File: config.mk
export PLATFORM = sky130hd
export DESIGN_NAME = frame_time_and_rate_statistics_top
export DESIGN_NICKNAME = d
export VERILOG_FILES = /design/src/hdl/ftrs_pkg.sv /design/src/hdl/ftrs_div.sv /design/src/hdl/ftrs_dp.sv /design/src/hdl/ftrs_ctrl.sv /design/src/hdl/frame_time_and_rate_statistics_top.sv
export VERILOG_INCLUDE_DIRS = /design/src /design/src/hdl
export SDC_FILE = /design/constraint.sdc
export NUM_CORES = 2
export LEC_CHECK = 0
export BUFFER_PORTS_ARGS = -buffer_cell sky130_fd_sc_hd__buf_4
export CORE_MARGIN = 4
export CORE_UTILIZATION = 54
export CTS_CLUSTER_SIZE = 8
export DETAILED_ROUTE_END_ITERATION = 10
export PLACE_DENSITY_LB_ADDON = 0.2
export RECOVER_POWER = 50
export SETUP_SLACK_MARGIN = 0.5
export SYNTH_ARGS = -nofsm -noshare
export SYNTH_HDL_FRONTEND = slang
export SYNTH_HIERARCHICAL = 1
export SYNTH_SLANG_ARGS = --single-unit
File: constraint.sdc
create_clock -name i_clk -period 15.25 [get_ports i_clk]
set_clock_uncertainty 0.15 [all_clocks]
set_input_delay 2.2875 -clock i_clk [delete_from_list [all_inputs] [get_ports i_clk]]
set_output_delay 2.2875 -clock i_clk [all_outputs]
set_load 0.01 [all_outputs]
File: src/hdl/frame_time_and_rate_statistics_top_assert.svh
// Assertion macros for the frame time and rate statistics block.
// Needs i_clk and i_rst_n in the including module's scope.
`ifndef FRAME_TIME_AND_RATE_STATISTICS_TOP_ASSERT_SVH
`define FRAME_TIME_AND_RATE_STATISTICS_TOP_ASSERT_SVH

// same-cycle implication, checked outside reset
`define FTRS_ASSERT_NOW(lbl, ante, cons, msg) \
    lbl: assert property (@(posedge i_clk) disable iff (!i_rst_n) \
        (ante) |-> (cons)) else $error(msg);

// next-cycle implication, checked outside reset
`define FTRS_ASSERT_NEXT(lbl, ante, cons, msg) \
    lbl: assert property (@(posedge i_clk) disable iff (!i_rst_n) \
        (ante) |=> (cons)) else $error(msg);

`endif

File: src/hdl/ftrs_pkg.sv
// Shared types and constants of the frame time and rate statistics block.
// No dependencies.
package ftrs_pkg;

    localparam int TIME_US_W  = 48;
    localparam int TIME_MS_W  = 32;
    localparam int MEM_W      = 24;
    localparam int STACK_W    = 16;
    localparam int DUR_W      = 32;
    localparam int SUM_W      = 64;
    localparam int CNT_W      = 32;
    localparam int RATE_W     = 16;
    localparam int CFG_W      = 16;
    localparam int CFG_IDX_W  = 2;
    localparam int ACTION_W   = 2;
    localparam int RATE_NUM_W = 42;
    localparam int MS_PER_S   = 1000;

    localparam logic [CFG_W-1:0] FPS_WINDOW_RST    = 16'd1000;
    localparam logic [CFG_W-1:0] SAMPLE_PERIOD_RST = 16'd60;

    localparam logic [CFG_IDX_W-1:0] REG_FPS_WINDOW    = 2'd0;
    localparam logic [CFG_IDX_W-1:0] REG_SAMPLE_PERIOD = 2'd1;

    typedef enum logic [ACTION_W-1:0] {
        ACT_BEGIN = 2'd0,
        ACT_END   = 2'd1,
        ACT_CLEAR = 2'd2
    } t_action;

    typedef enum logic [2:0] {
        S_IDLE,
        S_EXEC,
        S_ACC,
        S_START,
        S_DIV,
        S_WB,
        S_OUT
    } t_state;

    typedef struct packed {
        logic capture;
        logic do_exec;
        logic do_acc;
        logic div_start;
        logic do_wb;
        logic load_out;
    } t_dp_cmd;

    typedef struct packed {
        logic is_frame_end;
        logic div_busy;
        logic out_free;
    } t_dp_status;

endpackage

File: src/hdl/ftrs_div.sv
// Restoring divider, one quotient bit per cycle.
// Stand-alone; no package needed.
module ftrs_div #(
    parameter int P_N_W = 64,
    parameter int P_D_W = 32
) (
    input  logic             i_clk,
    input  logic             i_rst_n,
    input  logic             i_start,
    input  logic [P_N_W-1:0] i_dividend,
    input  logic [P_D_W-1:0] i_divisor,
    output logic [P_N_W-1:0] o_quotient,
    output logic             o_busy
);
    localparam int CW = $clog2(P_N_W + 1);

    logic [P_N_W-1:0] r_quot;
    logic [P_D_W-1:0] r_rem;
    logic [P_D_W-1:0] r_div;
    logic [CW-1:0]    r_cnt;

    logic [P_D_W:0] w_trial;
    logic [P_D_W:0] w_diff;
    logic           w_ge;

    assign w_trial = {r_rem, r_quot[P_N_W-1]};
    assign w_ge    = w_trial >= {1'b0, r_div};
    assign w_diff  = w_trial - {1'b0, r_div};

    always_ff @(posedge i_clk) begin
        if (!i_rst_n) begin
            r_cnt <= '0;
        end else if (i_start) begin
            r_cnt <= CW'(P_N_W);
        end else if (r_cnt != '0) begin
            r_cnt <= r_cnt - 1'b1;
        end
    end

    always_ff @(posedge i_clk) begin
        if (i_start) begin
            r_quot <= i_dividend;
            r_rem  <= '0;
            r_div  <= i_divisor;
        end else if (r_cnt != '0) begin
            r_quot <= {r_quot[P_N_W-2:0], w_ge};
            r_rem  <= w_ge ? w_diff[P_D_W-1:0] : w_trial[P_D_W-1:0];
        end
    end

    assign o_quotient = r_quot;
    assign o_busy     = (r_cnt != '0);

endmodule

File: src/hdl/ftrs_dp.sv
// Datapath: statistics state, configuration registers, dividers, result beat.
// Uses ftrs_pkg and ftrs_div.
module ftrs_dp (
    input  logic                              i_clk,
    input  logic                              i_rst_n,
    input  ftrs_pkg::t_dp_cmd                 i_cmd,
    output ftrs_pkg::t_dp_status              o_status,
    input  logic                              i_cfg_valid,
    input  logic [ftrs_pkg::CFG_IDX_W-1:0]    i_cfg_index,
    input  logic [ftrs_pkg::CFG_W-1:0]        i_cfg_data,
    input  logic [ftrs_pkg::ACTION_W-1:0]     i_action,
    input  logic [ftrs_pkg::TIME_US_W-1:0]    i_time_us,
    input  logic [ftrs_pkg::TIME_MS_W-1:0]    i_time_ms,
    input  logic [ftrs_pkg::MEM_W-1:0]        i_free_mem_bytes,
    input  logic [ftrs_pkg::STACK_W-1:0]      i_stack_headroom_words,
    input  logic                              i_stall,
    output logic                              o_valid,
    output logic [ftrs_pkg::RATE_W-1:0]       o_frames_per_second,
    output logic [ftrs_pkg::DUR_W-1:0]        o_mean_frame_us,
    output logic [ftrs_pkg::DUR_W-1:0]        o_min_frame_us,
    output logic [ftrs_pkg::DUR_W-1:0]        o_max_frame_us,
    output logic [ftrs_pkg::CNT_W-1:0]        o_frames_seen,
    output logic [ftrs_pkg::MEM_W-1:0]        o_mem_free_bytes,
    output logic [ftrs_pkg::MEM_W-1:0]        o_mem_low_bytes,
    output logic [ftrs_pkg::STACK_W-1:0]      o_stack_words,
    output logic [ftrs_pkg::TIME_MS_W-1:0]    o_uptime_ms
);
    import ftrs_pkg::*;

    // configuration
    logic [CFG_W-1:0] r_cfg_fps;
    logic [CFG_W-1:0] r_cfg_period;

    // captured beat
    logic [ACTION_W-1:0]  r_action;
    logic [TIME_US_W-1:0] r_time_us;
    logic [TIME_MS_W-1:0] r_time_ms;
    logic [MEM_W-1:0]     r_free_mem;
    logic [STACK_W-1:0]   r_stack;

    // statistics state
    logic [TIME_US_W-1:0] r_begin;
    logic [CNT_W-1:0]     r_frame_total;
    logic [SUM_W-1:0]     r_sum;
    logic [DUR_W-1:0]     r_shortest;
    logic [DUR_W-1:0]     r_longest;
    logic [DUR_W-1:0]     r_mean;
    logic [CNT_W-1:0]     r_win_frames;
    logic [TIME_MS_W-1:0] r_win_start;
    logic [RATE_W-1:0]    r_rate;
    logic [CFG_W-1:0]     r_sample_cnt;
    logic [MEM_W-1:0]     r_mem_last;
    logic [MEM_W-1:0]     r_mem_lowest;
    logic [STACK_W-1:0]   r_stack_last;

    // intermediate frame-end values
    logic [DUR_W-1:0]      r_dur;
    logic [TIME_MS_W-1:0]  r_elapsed;
    logic                  r_rate_due;
    logic [CNT_W-1:0]      r_wf_snap;
    logic [RATE_NUM_W-1:0] r_rate_num;

    // result beat
    logic                 r_out_valid;
    logic [RATE_W-1:0]    r_out_fps;
    logic [DUR_W-1:0]     r_out_mean;
    logic [DUR_W-1:0]     r_out_min;
    logic [DUR_W-1:0]     r_out_max;
    logic [CNT_W-1:0]     r_out_frames;
    logic [MEM_W-1:0]     r_out_mem_free;
    logic [MEM_W-1:0]     r_out_mem_low;
    logic [STACK_W-1:0]   r_out_stack;
    logic [TIME_MS_W-1:0] r_out_uptime;

    logic [TIME_US_W-1:0]  w_us_diff;
    logic [DUR_W-1:0]      w_dur;
    logic [TIME_MS_W-1:0]  w_ws_eff;
    logic [TIME_MS_W-1:0]  w_elapsed;
    logic [CFG_W-1:0]      w_win;
    logic                  w_due;
    logic [CNT_W-1:0]      w_wf_inc;
    logic [CFG_W-1:0]      w_sc_inc;
    logic                  w_sample;
    logic [CNT_W-1:0]      w_total_inc;
    logic [SUM_W-1:0]      w_sum_new;
    logic [SUM_W-1:0]      w_mean_quot;
    logic [RATE_NUM_W-1:0] w_rate_quot;
    logic                  w_mean_busy;
    logic                  w_rate_busy;
    logic                  w_out_free;

    assign w_us_diff   = r_time_us - r_begin;
    assign w_dur       = (r_time_us > r_begin) ? w_us_diff[DUR_W-1:0] : '0;
    assign w_ws_eff    = (r_win_start == '0) ? r_time_ms : r_win_start;
    assign w_elapsed   = r_time_ms - w_ws_eff;
    assign w_win       = (r_cfg_fps == '0) ? CFG_W'(1) : r_cfg_fps;
    assign w_due       = w_elapsed >= TIME_MS_W'(w_win);
    assign w_wf_inc    = r_win_frames + 1'b1;
    assign w_sc_inc    = r_sample_cnt + 1'b1;
    assign w_sample    = w_sc_inc >= r_cfg_period;
    assign w_total_inc = r_frame_total + 1'b1;
    assign w_sum_new   = r_sum + SUM_W'(r_dur);
    assign w_out_free  = !r_out_valid || !i_stall;

    ftrs_div #(
        .P_N_W (SUM_W),
        .P_D_W (CNT_W)
    ) u_mean_div (
        .i_clk      (i_clk),
        .i_rst_n    (i_rst_n),
        .i_start    (i_cmd.div_start),
        .i_dividend (r_sum),
        .i_divisor  (r_frame_total),
        .o_quotient (w_mean_quot),
        .o_busy     (w_mean_busy)
    );

    ftrs_div #(
        .P_N_W (RATE_NUM_W),
        .P_D_W (TIME_MS_W)
    ) u_rate_div (
        .i_clk      (i_clk),
        .i_rst_n    (i_rst_n),
        .i_start    (i_cmd.div_start),
        .i_dividend (r_rate_num),
        .i_divisor  (r_elapsed),
        .o_quotient (w_rate_quot),
        .o_busy     (w_rate_busy)
    );

    always_ff @(posedge i_clk) begin
        if (!i_rst_n) begin
            r_cfg_fps     <= FPS_WINDOW_RST;
            r_cfg_period  <= SAMPLE_PERIOD_RST;
            r_begin       <= '0;
            r_frame_total <= '0;
            r_sum         <= '0;
            r_shortest    <= '1;
            r_longest     <= '0;
            r_mean        <= '0;
            r_win_frames  <= '0;
            r_win_start   <= '0;
            r_rate        <= '0;
            r_sample_cnt  <= '0;
            r_mem_last    <= '0;
            r_mem_lowest  <= '1;
            r_stack_last  <= '0;
            r_rate_due    <= 1'b0;
            r_out_valid   <= 1'b0;
        end else begin
            if (i_cfg_valid) begin
                unique case (i_cfg_index)
                    REG_FPS_WINDOW:    r_cfg_fps    <= i_cfg_data;
                    REG_SAMPLE_PERIOD: r_cfg_period <= i_cfg_data;
                    default: ;
                endcase
            end

            if (i_cmd.do_exec) begin
                case (r_action)
                    ACT_BEGIN: begin
                        r_begin <= r_time_us;
                    end
                    ACT_END: begin
                        r_wf_snap  <= w_wf_inc;
                        r_rate_due <= w_due;
                        r_elapsed  <= w_elapsed;
                        if (w_due) begin
                            r_win_frames <= '0;
                            r_win_start  <= r_time_ms;
                        end else begin
                            r_win_frames <= w_wf_inc;
                            r_win_start  <= w_ws_eff;
                        end
                        if (w_sample) begin
                            r_sample_cnt <= '0;
                            r_mem_last   <= r_free_mem;
                            if (r_free_mem < r_mem_lowest) begin
                                r_mem_lowest <= r_free_mem;
                            end
                        end else begin
                            r_sample_cnt <= w_sc_inc;
                            if (w_sc_inc == CFG_W'(1)) begin
                                r_stack_last <= r_stack;
                            end
                        end
                    end
                    ACT_CLEAR: begin
                        r_shortest    <= '1;
                        r_longest     <= '0;
                        r_sum         <= '0;
                        r_mean        <= '0;
                        r_frame_total <= '0;
                        r_win_frames  <= '0;
                        r_win_start   <= '0;
                        r_rate        <= '0;
                        r_mem_lowest  <= r_mem_last;
                    end
                    default: ;
                endcase
            end

            if (i_cmd.do_acc) begin
                r_frame_total <= w_total_inc;
                r_sum         <= w_sum_new;
                if (r_dur < r_shortest) begin
                    r_shortest <= r_dur;
                end
                if (r_dur > r_longest) begin
                    r_longest <= r_dur;
                end
            end

            if (i_cmd.do_wb) begin
                if (r_frame_total != '0) begin
                    r_mean <= w_mean_quot[DUR_W-1:0];
                end
                if (r_rate_due) begin
                    r_rate <= (|w_rate_quot[RATE_NUM_W-1:RATE_W]) ? '1
                                                                 : w_rate_quot[RATE_W-1:0];
                end
            end

            if (i_cmd.load_out) begin
                r_out_valid <= 1'b1;
            end else if (!i_stall) begin
                r_out_valid <= 1'b0;
            end
        end
    end

    always_ff @(posedge i_clk) begin
        if (i_cmd.capture) begin
            r_action   <= i_action;
            r_time_us  <= i_time_us;
            r_time_ms  <= i_time_ms;
            r_free_mem <= i_free_mem_bytes;
            r_stack    <= i_stack_headroom_words;
        end
        if (i_cmd.do_exec) begin
            r_dur <= w_dur;
        end
        if (i_cmd.do_acc) begin
            r_rate_num <= RATE_NUM_W'(r_wf_snap) * RATE_NUM_W'(MS_PER_S);
        end
        if (i_cmd.load_out) begin
            r_out_fps      <= r_rate;
            r_out_mean     <= r_mean;
            r_out_min      <= (r_shortest == '1) ? '0 : r_shortest;
            r_out_max      <= r_longest;
            r_out_frames   <= r_frame_total;
            r_out_mem_free <= r_mem_last;
            r_out_mem_low  <= (r_mem_lowest == '1) ? '0 : r_mem_lowest;
            r_out_stack    <= r_stack_last;
            r_out_uptime   <= r_time_ms;
        end
    end

    assign o_status.is_frame_end = (r_action == ACT_END);
    assign o_status.div_busy     = w_mean_busy || w_rate_busy;
    assign o_status.out_free     = w_out_free;

    assign o_valid             = r_out_valid;
    assign o_frames_per_second = r_out_fps;
    assign o_mean_frame_us     = r_out_mean;
    assign o_min_frame_us      = r_out_min;
    assign o_max_frame_us      = r_out_max;
    assign o_frames_seen       = r_out_frames;
    assign o_mem_free_bytes    = r_out_mem_free;
    assign o_mem_low_bytes     = r_out_mem_low;
    assign o_stack_words       = r_out_stack;
    assign o_uptime_ms         = r_out_uptime;

endmodule

File: src/hdl/ftrs_ctrl.sv
// Controller state machine sequencing one beat through the datapath.
// Uses ftrs_pkg.
module ftrs_ctrl (
    input  logic                 i_clk,
    input  logic                 i_rst_n,
    input  logic                 i_valid,
    output logic                 o_stall,
    input  ftrs_pkg::t_dp_status i_status,
    output ftrs_pkg::t_dp_cmd    o_cmd
);
    import ftrs_pkg::*;

    t_state r_state;
    t_state n_state;

    always_ff @(posedge i_clk) begin
        if (!i_rst_n) begin
            r_state <= S_IDLE;
        end else begin
            r_state <= n_state;
        end
    end

    always_comb begin
        n_state = r_state;
        unique case (r_state)
            S_IDLE:  if (i_valid) n_state = S_EXEC;
            S_EXEC:  n_state = i_status.is_frame_end ? S_ACC : S_OUT;
            S_ACC:   n_state = S_START;
            S_START: n_state = S_DIV;
            S_DIV:   if (!i_status.div_busy) n_state = S_WB;
            S_WB:    n_state = S_OUT;
            S_OUT:   if (i_status.out_free) n_state = S_IDLE;
            default: n_state = S_IDLE;
        endcase
    end

    always_comb begin
        o_cmd   = '0;
        o_stall = 1'b1;
        unique case (r_state)
            S_IDLE: begin
                o_stall       = 1'b0;
                o_cmd.capture = i_valid;
            end
            S_EXEC:  o_cmd.do_exec   = 1'b1;
            S_ACC:   o_cmd.do_acc    = 1'b1;
            S_START: o_cmd.div_start = 1'b1;
            S_DIV:   ;
            S_WB:    o_cmd.do_wb     = 1'b1;
            S_OUT:   o_cmd.load_out  = i_status.out_free;
            default: ;
        endcase
    end

endmodule

File: src/hdl/frame_time_and_rate_statistics_top.sv
// Frame time and rate statistics monitor, top level.
// Frame end: execute, accumulate, divider start, divide, write-back and output states;
// divide waits on the 64-step mean divider (the rate divider runs beside it, 42 steps).
// Other actions: execute, then output. No new beat is taken until the result is loaded.
// Synchronous active-low reset restores all statistics and both registers at once.
`include "frame_time_and_rate_statistics_top_assert.svh"

module frame_time_and_rate_statistics_top (
    input  logic                              i_clk,
    input  logic                              i_rst_n,
    input  logic                              i_cfg_valid,
    output logic                              o_cfg_ready,
    input  logic [ftrs_pkg::CFG_IDX_W-1:0]    i_cfg_index,
    input  logic [ftrs_pkg::CFG_W-1:0]        i_cfg_data,
    input  logic                              i_valid,
    output logic                              o_stall,
    input  logic [ftrs_pkg::ACTION_W-1:0]     i_action,
    input  logic [ftrs_pkg::TIME_US_W-1:0]    i_time_us,
    input  logic [ftrs_pkg::TIME_MS_W-1:0]    i_time_ms,
    input  logic [ftrs_pkg::MEM_W-1:0]        i_free_mem_bytes,
    input  logic [ftrs_pkg::STACK_W-1:0]      i_stack_headroom_words,
    output logic                              o_valid,
    input  logic                              i_stall,
    output logic [ftrs_pkg::RATE_W-1:0]       o_frames_per_second,
    output logic [ftrs_pkg::DUR_W-1:0]        o_mean_frame_us,
    output logic [ftrs_pkg::DUR_W-1:0]        o_min_frame_us,
    output logic [ftrs_pkg::DUR_W-1:0]        o_max_frame_us,
    output logic [ftrs_pkg::CNT_W-1:0]        o_frames_seen,
    output logic [ftrs_pkg::MEM_W-1:0]        o_mem_free_bytes,
    output logic [ftrs_pkg::MEM_W-1:0]        o_mem_low_bytes,
    output logic [ftrs_pkg::STACK_W-1:0]      o_stack_words,
    output logic [ftrs_pkg::TIME_MS_W-1:0]    o_uptime_ms
);
    import ftrs_pkg::*;

    t_dp_cmd    w_cmd;
    t_dp_status w_status;

    assign o_cfg_ready = 1'b1;

    ftrs_ctrl u_ctrl (
        .i_clk    (i_clk),
        .i_rst_n  (i_rst_n),
        .i_valid  (i_valid),
        .o_stall  (o_stall),
        .i_status (w_status),
        .o_cmd    (w_cmd)
    );

    ftrs_dp u_dp (
        .i_clk                  (i_clk),
        .i_rst_n                (i_rst_n),
        .i_cmd                  (w_cmd),
        .o_status               (w_status),
        .i_cfg_valid            (i_cfg_valid),
        .i_cfg_index            (i_cfg_index),
        .i_cfg_data             (i_cfg_data),
        .i_action               (i_action),
        .i_time_us              (i_time_us),
        .i_time_ms              (i_time_ms),
        .i_free_mem_bytes       (i_free_mem_bytes),
        .i_stack_headroom_words (i_stack_headroom_words),
        .i_stall                (i_stall),
        .o_valid                (o_valid),
        .o_frames_per_second    (o_frames_per_second),
        .o_mean_frame_us        (o_mean_frame_us),
        .o_min_frame_us         (o_min_frame_us),
        .o_max_frame_us         (o_max_frame_us),
        .o_frames_seen          (o_frames_seen),
        .o_mem_free_bytes       (o_mem_free_bytes),
        .o_mem_low_bytes        (o_mem_low_bytes),
        .o_stack_words          (o_stack_words),
        .o_uptime_ms            (o_uptime_ms)
    );

    `FTRS_ASSERT_NEXT(a_busy_after_accept, i_valid && !o_stall, o_stall, "beat taken while busy")
    `FTRS_ASSERT_NOW(a_min_le_max, o_valid && (o_frames_seen != '0), o_min_frame_us <= o_max_frame_us, "min above max")
    `FTRS_ASSERT_NOW(a_mem_low_le_last, o_valid, o_mem_low_bytes <= o_mem_free_bytes, "low mark above last sample")

endmodule

Word-level counts from Yosys, hierarchy flattened
Cells that the tools add are included.

cells by class
  add/sub/neg operators = 10
  $mul = 1
  order comparisons = 8
  eq/ne operators = 18
  mux-type cells = 57
  bitwise operators = 2
  reduce and logical (&&, ||, !) cells = 30

operators by type and width
  cell                     number
  $mux W32                 20
  $mux W64                 5
  $pmux W32 S2             2
  $sub A32 B32 Y32         4
  $mux W16                 7
  $mux W42                 2
  $ge A33 B32 Y1           2
  $add A32 B1 Y32 const B  2
  $add A64 B32 Y64         1
  $gt A48 B48 Y1           1
  $mux W24                 2
  $pmux W24 S2             1
  $mul A32 B7 Y39 const B  1
  $eq A32 B32 Y1 const B   1
  $ge A32 B16 Y1           1
  $gt A32 B32 Y1           1
  $logic_not A32 Y1        1
  $lt A32 B32 Y1           1
  $reduce_bool A32 Y1      1
  $reduce_or A26 Y1        1
  $eq A24 B24 Y1 const B   1
  $lt A24 B24 Y1           1
  $pmux W3 S7              1
  $add A16 B1 Y16 const B  1
  28 further kinds         65

word-level totals
  flip-flop bits (word level) = 1,181
  output and inout bits = 243
  logic and storage cells = 173

Depth between registers and ports, before layout
  depth in word-level cells = 6
  mapped depth = 27
  gate-level depth less buffers = 25

Cells and area by module
Netlist, hierarchy kept.

modules (own cells, without submodules)
  module                              times used  cells an instance  area an instance (um2)
  ftrs_dp                             1           4,440              46,784.9
  ftrs_div at u_dp.u_mean_div         1           684                7,433.4
  ftrs_div at u_dp.u_rate_div         1           610                6,458.7
  ftrs_ctrl                           1           26                 192.7
  frame_time_and_rate_statistics_top  1           2                  11.3

Worst setup path after synthesis
Ideal clock, no wire load.

  path type = input port to flip-flop
  start point = input i_stall
  end point = register u_dp.r_out_fps[0] (netlist: u_dp/o_frames_per_second[0]) (enable)
  setup time = 0.852 ns
  arrival time = 12.555 ns
  data required time = 14.248 ns
  slack = 1.694 ns
  stages = 4
  path buffers = 1
  cells stage by stage = nand2_1 buf_4 nand2_1 nor2_1

RTL lines
  what                  RTL line                                  text
  start, declared       frame_time_and_rate_statistics_top.sv:23  input logic i_stall,
  end signal, assigned  ftrs_dp.sv:247                            r_out_fps <= r_rate;
  end, declared         ftrs_dp.sv:65                             logic [RATE_W-1:0] r_out_fps;

==> impl_metrics.json <==
{
  "portBuffers": 386,
  "num_rows": 122,
  "die_height_um": 344,
  "holdBufCountCts": 0,
  "synth_common_cells": "edfxtp_1 (667), nand2_1 (575), a21oi_1 (565)",
  "ys_types": 114,
  "relSlewSlack_pct": -437,
  "grt_first_pass_wirelength_mm": 233,
  "route.met3.wl_mm": 9.64,
  "synth-seq-area-share_pct": 49.8,
  "io_pins": 388,
  "rsz0062_at_grt": "false",
  "worstHoldPathType": "reg -> reg",
  "fp.dieW_um": 344,
  "drt-total-wl_mm": 147,
  "via_per_inst": 5.75,
  "cp_data_arrival_time_ns": 10.85,
  "worstSetupPathType": "reg -> reg",
  "synth_top_area_share_pct": 32.9,
  "avgSynthCellArea_um2": 10.6,
  "dieArea_um2": 118000,
  "cp.required_ns": 15.57,
  "clock-root-buffer": "clkbuf_16",
  "violations": "capacitance limit, slew limit",
  "tns_ns": 0,
  "whs_ns": 0.265,
  "clk_pin_slew_ns": 0.05,
  "fin_util_pct": 62.7,
  "synth.area.top_cells": "edfxtp_1 (33%), dfxtp_1 (17%), ha_1 (8.0%), a21oi_1 (4.6%), fa_1 (4.0%)",
  "grt_pass1_vias": 43000,
  "tightest_slew_ns": 8.05,
  "max_freq_mhz": 95.0,
  "ant_nets": 0,
  "fill_cells": 9018,
  "reg2reg_slack_ns": 4.72,
  "p_per_area_nw_per_um2": 165,
  "cts_tree": "built",
  "route.met2.wl_mm": 65.6,
  "placed_cells": 7423,
  "drc": 0,
  "dpl.hpwl_mm": 103,
  "ir_worst_vdd_mv": 0.102,
  "finalMaxSlewViolations": 648,
  "cp_max_fo": 161,
  "synth_edf_count": 667,
  "vias": 44500,
  "drt-met1-wl_mm": 67.0,
  "yosysTopAreaCell": "edfxtp_1",
  "yosysWarnings": 6,
  "grt_remaining_overflow": 0,
  "fin_crit_sh_pct": 69.1,
  "synth_cells": 5762,
  "cts_setup_buffers": 0,
  "postSynth.asyncResetShare_pct": 0,
  "clock-sinks": 1181,
  "top_layer": "met5",
  "finalSetupViolCount": 0,
  "antenna_found_initial": 12,
  "track_usage_pct": 24.4,
  "stdcell_count": 7732,
  "dr.first_iter.drc_count": 3342,
  "wire_per_inst_um": 19.0,
  "syn2layout_area_growth_pct": 14.7,
  "start_util_pct": 54.7,
  "dominantRegCellSynth": "edfxtp_1",
  "h-tree-depth": 4,
  "cts_resized": 0,
  "gp_congestion": 0.927,
  "pre_cts_ws_ns": 7.96,
  "period_needed_ns": 10.53,
  "power_leakage_nw": 27.7,
  "finalHoldViolations": 0,
  "cp-end-kind": "flop",
  "synth-seq-cells": 1181,
  "coreArea_um2": 111000,
  "cp-start-kind": "flop",
  "syn-cell-area_um2": 60900,
  "first_pass_iters": 6,
  "synth_most_common_cell": "edfxtp_1",
  "maxCapViolCount": 12,
  "cts_buffer_depth": 3,
  "clock_latency_ns": 0.76,
  "cts_buffers": 167,
  "fin_ws_ns": 4.72,
  "fin_nets": 6760,
  "drive_gt1_share_pct": 12.6,
  "grt_max_degree": 165,
  "status": "complete, but fails checks"
}
[where the power goes]
group | internal (W) | switching, W
clock | 0.00208 | 0.00136
sequential | 0.00404 | 0.000281
combinational | 0.00149 | 0.00226
total | 0.00761 | 0.00390
[layout by cell type (no fill, tap or decap), drive strengths merged, types with 26 or more instances in the layout]
master / netlist / layout
o21bai: 26 / 26
and2: 29 / 29
buf: 43 / 294
a21oi: 573 / 573
ha: 388 / 388
a211oi: 44 / 44
xor2: 76 / 76
fa: 123 / 123
nand3: 231 / 231
inv: 340 / 343
a31oi: 26 / 26
o21a: 47 / 47
a221oi: 28 / 28
a22o: 32 / 32
nand2: 575 / 575
or3: 37 / 37
nand2b: 36 / 36
a21o: 138 / 138
edfxtp: 667 / 667
o21ai: 214 / 214
nor2: 337 / 337
and3: 52 / 52
nor2b: 68 / 68
nand4: 94 / 94
mux2: 122 / 122
nor3: 94 / 94
dfxtp: 514 / 514
and4: 41 / 41
a311oi: 30 / 30
clkbuf: 216 / 428
mux2i: 69 / 69
o211ai: 44 / 44
nor4: 45 / 45
xnor2: 132 / 132
[cells by family (layout without fill, tap and decap cells)]
kind of cell / Yosys count / count (layout) / share of synthesized area, %
muxes: 191 / 191 / 3.39
xor gates and xnor gates: 208 / 208 / 2.99
adders and majority gates: 511 / 511 / 12.0
AOI/OAI and AO/OA: 1348 / 1348 / 14.1
and+or+nand+nor: 1719 / 1719 / 13.7
other: 2 / 9 / 0.0123
DFF: 1181 / 1181 / 49.8
buffers and inverters: 602 / 1077 / 3.94
[area by class of cell]
cell class | instances | area, µm² | share of cell area, %
Clock inverter | 12 | 228 | 0.326
Sequential cell | 1181 | 30300 | 43.4
Tap cell | 1488 | 1860 | 2.67
Multi-Input combinational cell | 3981 | 28200 | 40.4
Clock buffer | 292 | 4700 | 6.73
Timing Repair Buffer | 430 | 3160 | 4.52
Antenna cell | 5 | 12.5 | 0.0179
Inverter | 343 | 1290 | 1.86
[sequential cells by signal, indices dropped and copies added (netlist names), 39 cells and up]
| name | count |
|---|---|
| u_dp/r_begin | 48 |
| u_dp/u_rate_div/o_quotient | 42 |
| u_dp/r_time_us | 48 |
| u_dp/r_sum | 64 |
| u_dp/u_mean_div/o_quotient | 64 |
| u_dp/r_rate_num | 39 |
[path summary, 6_finish.rpt]
path / to / start / cells after the start
setup / recovery: u_dp/u_mean_div/o_quotient[37] / u_ctrl/r_state[1] / 5
hold / removal: u_dp/u_rate_div/r_div[22] / u_dp/r_elapsed[22] / 0
setup reg to reg: u_dp/u_mean_div/o_quotient[37] / u_ctrl/r_state[1] / 5
hold reg to reg: u_dp/u_rate_div/r_div[22] / u_dp/r_elapsed[22] / 0
[layer usage]
layer	global-route usage, %	up-vias
met5	0	-
met4	8.36	4
met3	4.58	235
met2	37.6	1286
met1	34.9	21300
li1	-	21600
[per-stage QoR]
stage | instance area, µm² | power, W
floorplan | 60900 | 0.00715
global placement | 65000 | 0.00800
detailed placement | 65000 | 0.00808
CTS | 70000 | 0.0116
global route | 69800 | 0.0122
finish | 69800 | 0.0115
[worst max-delay path, cell delays in order (launching register included)]
cell and delay [ns]:
dfxtp_1 0.47, nand2_1 0.13, nor2_4 0.11, clkbuf_1 5.57, clkbuf_1 3.22, mux2_2 0.52
Note: power is estimated with default switching activity, not from simulation.
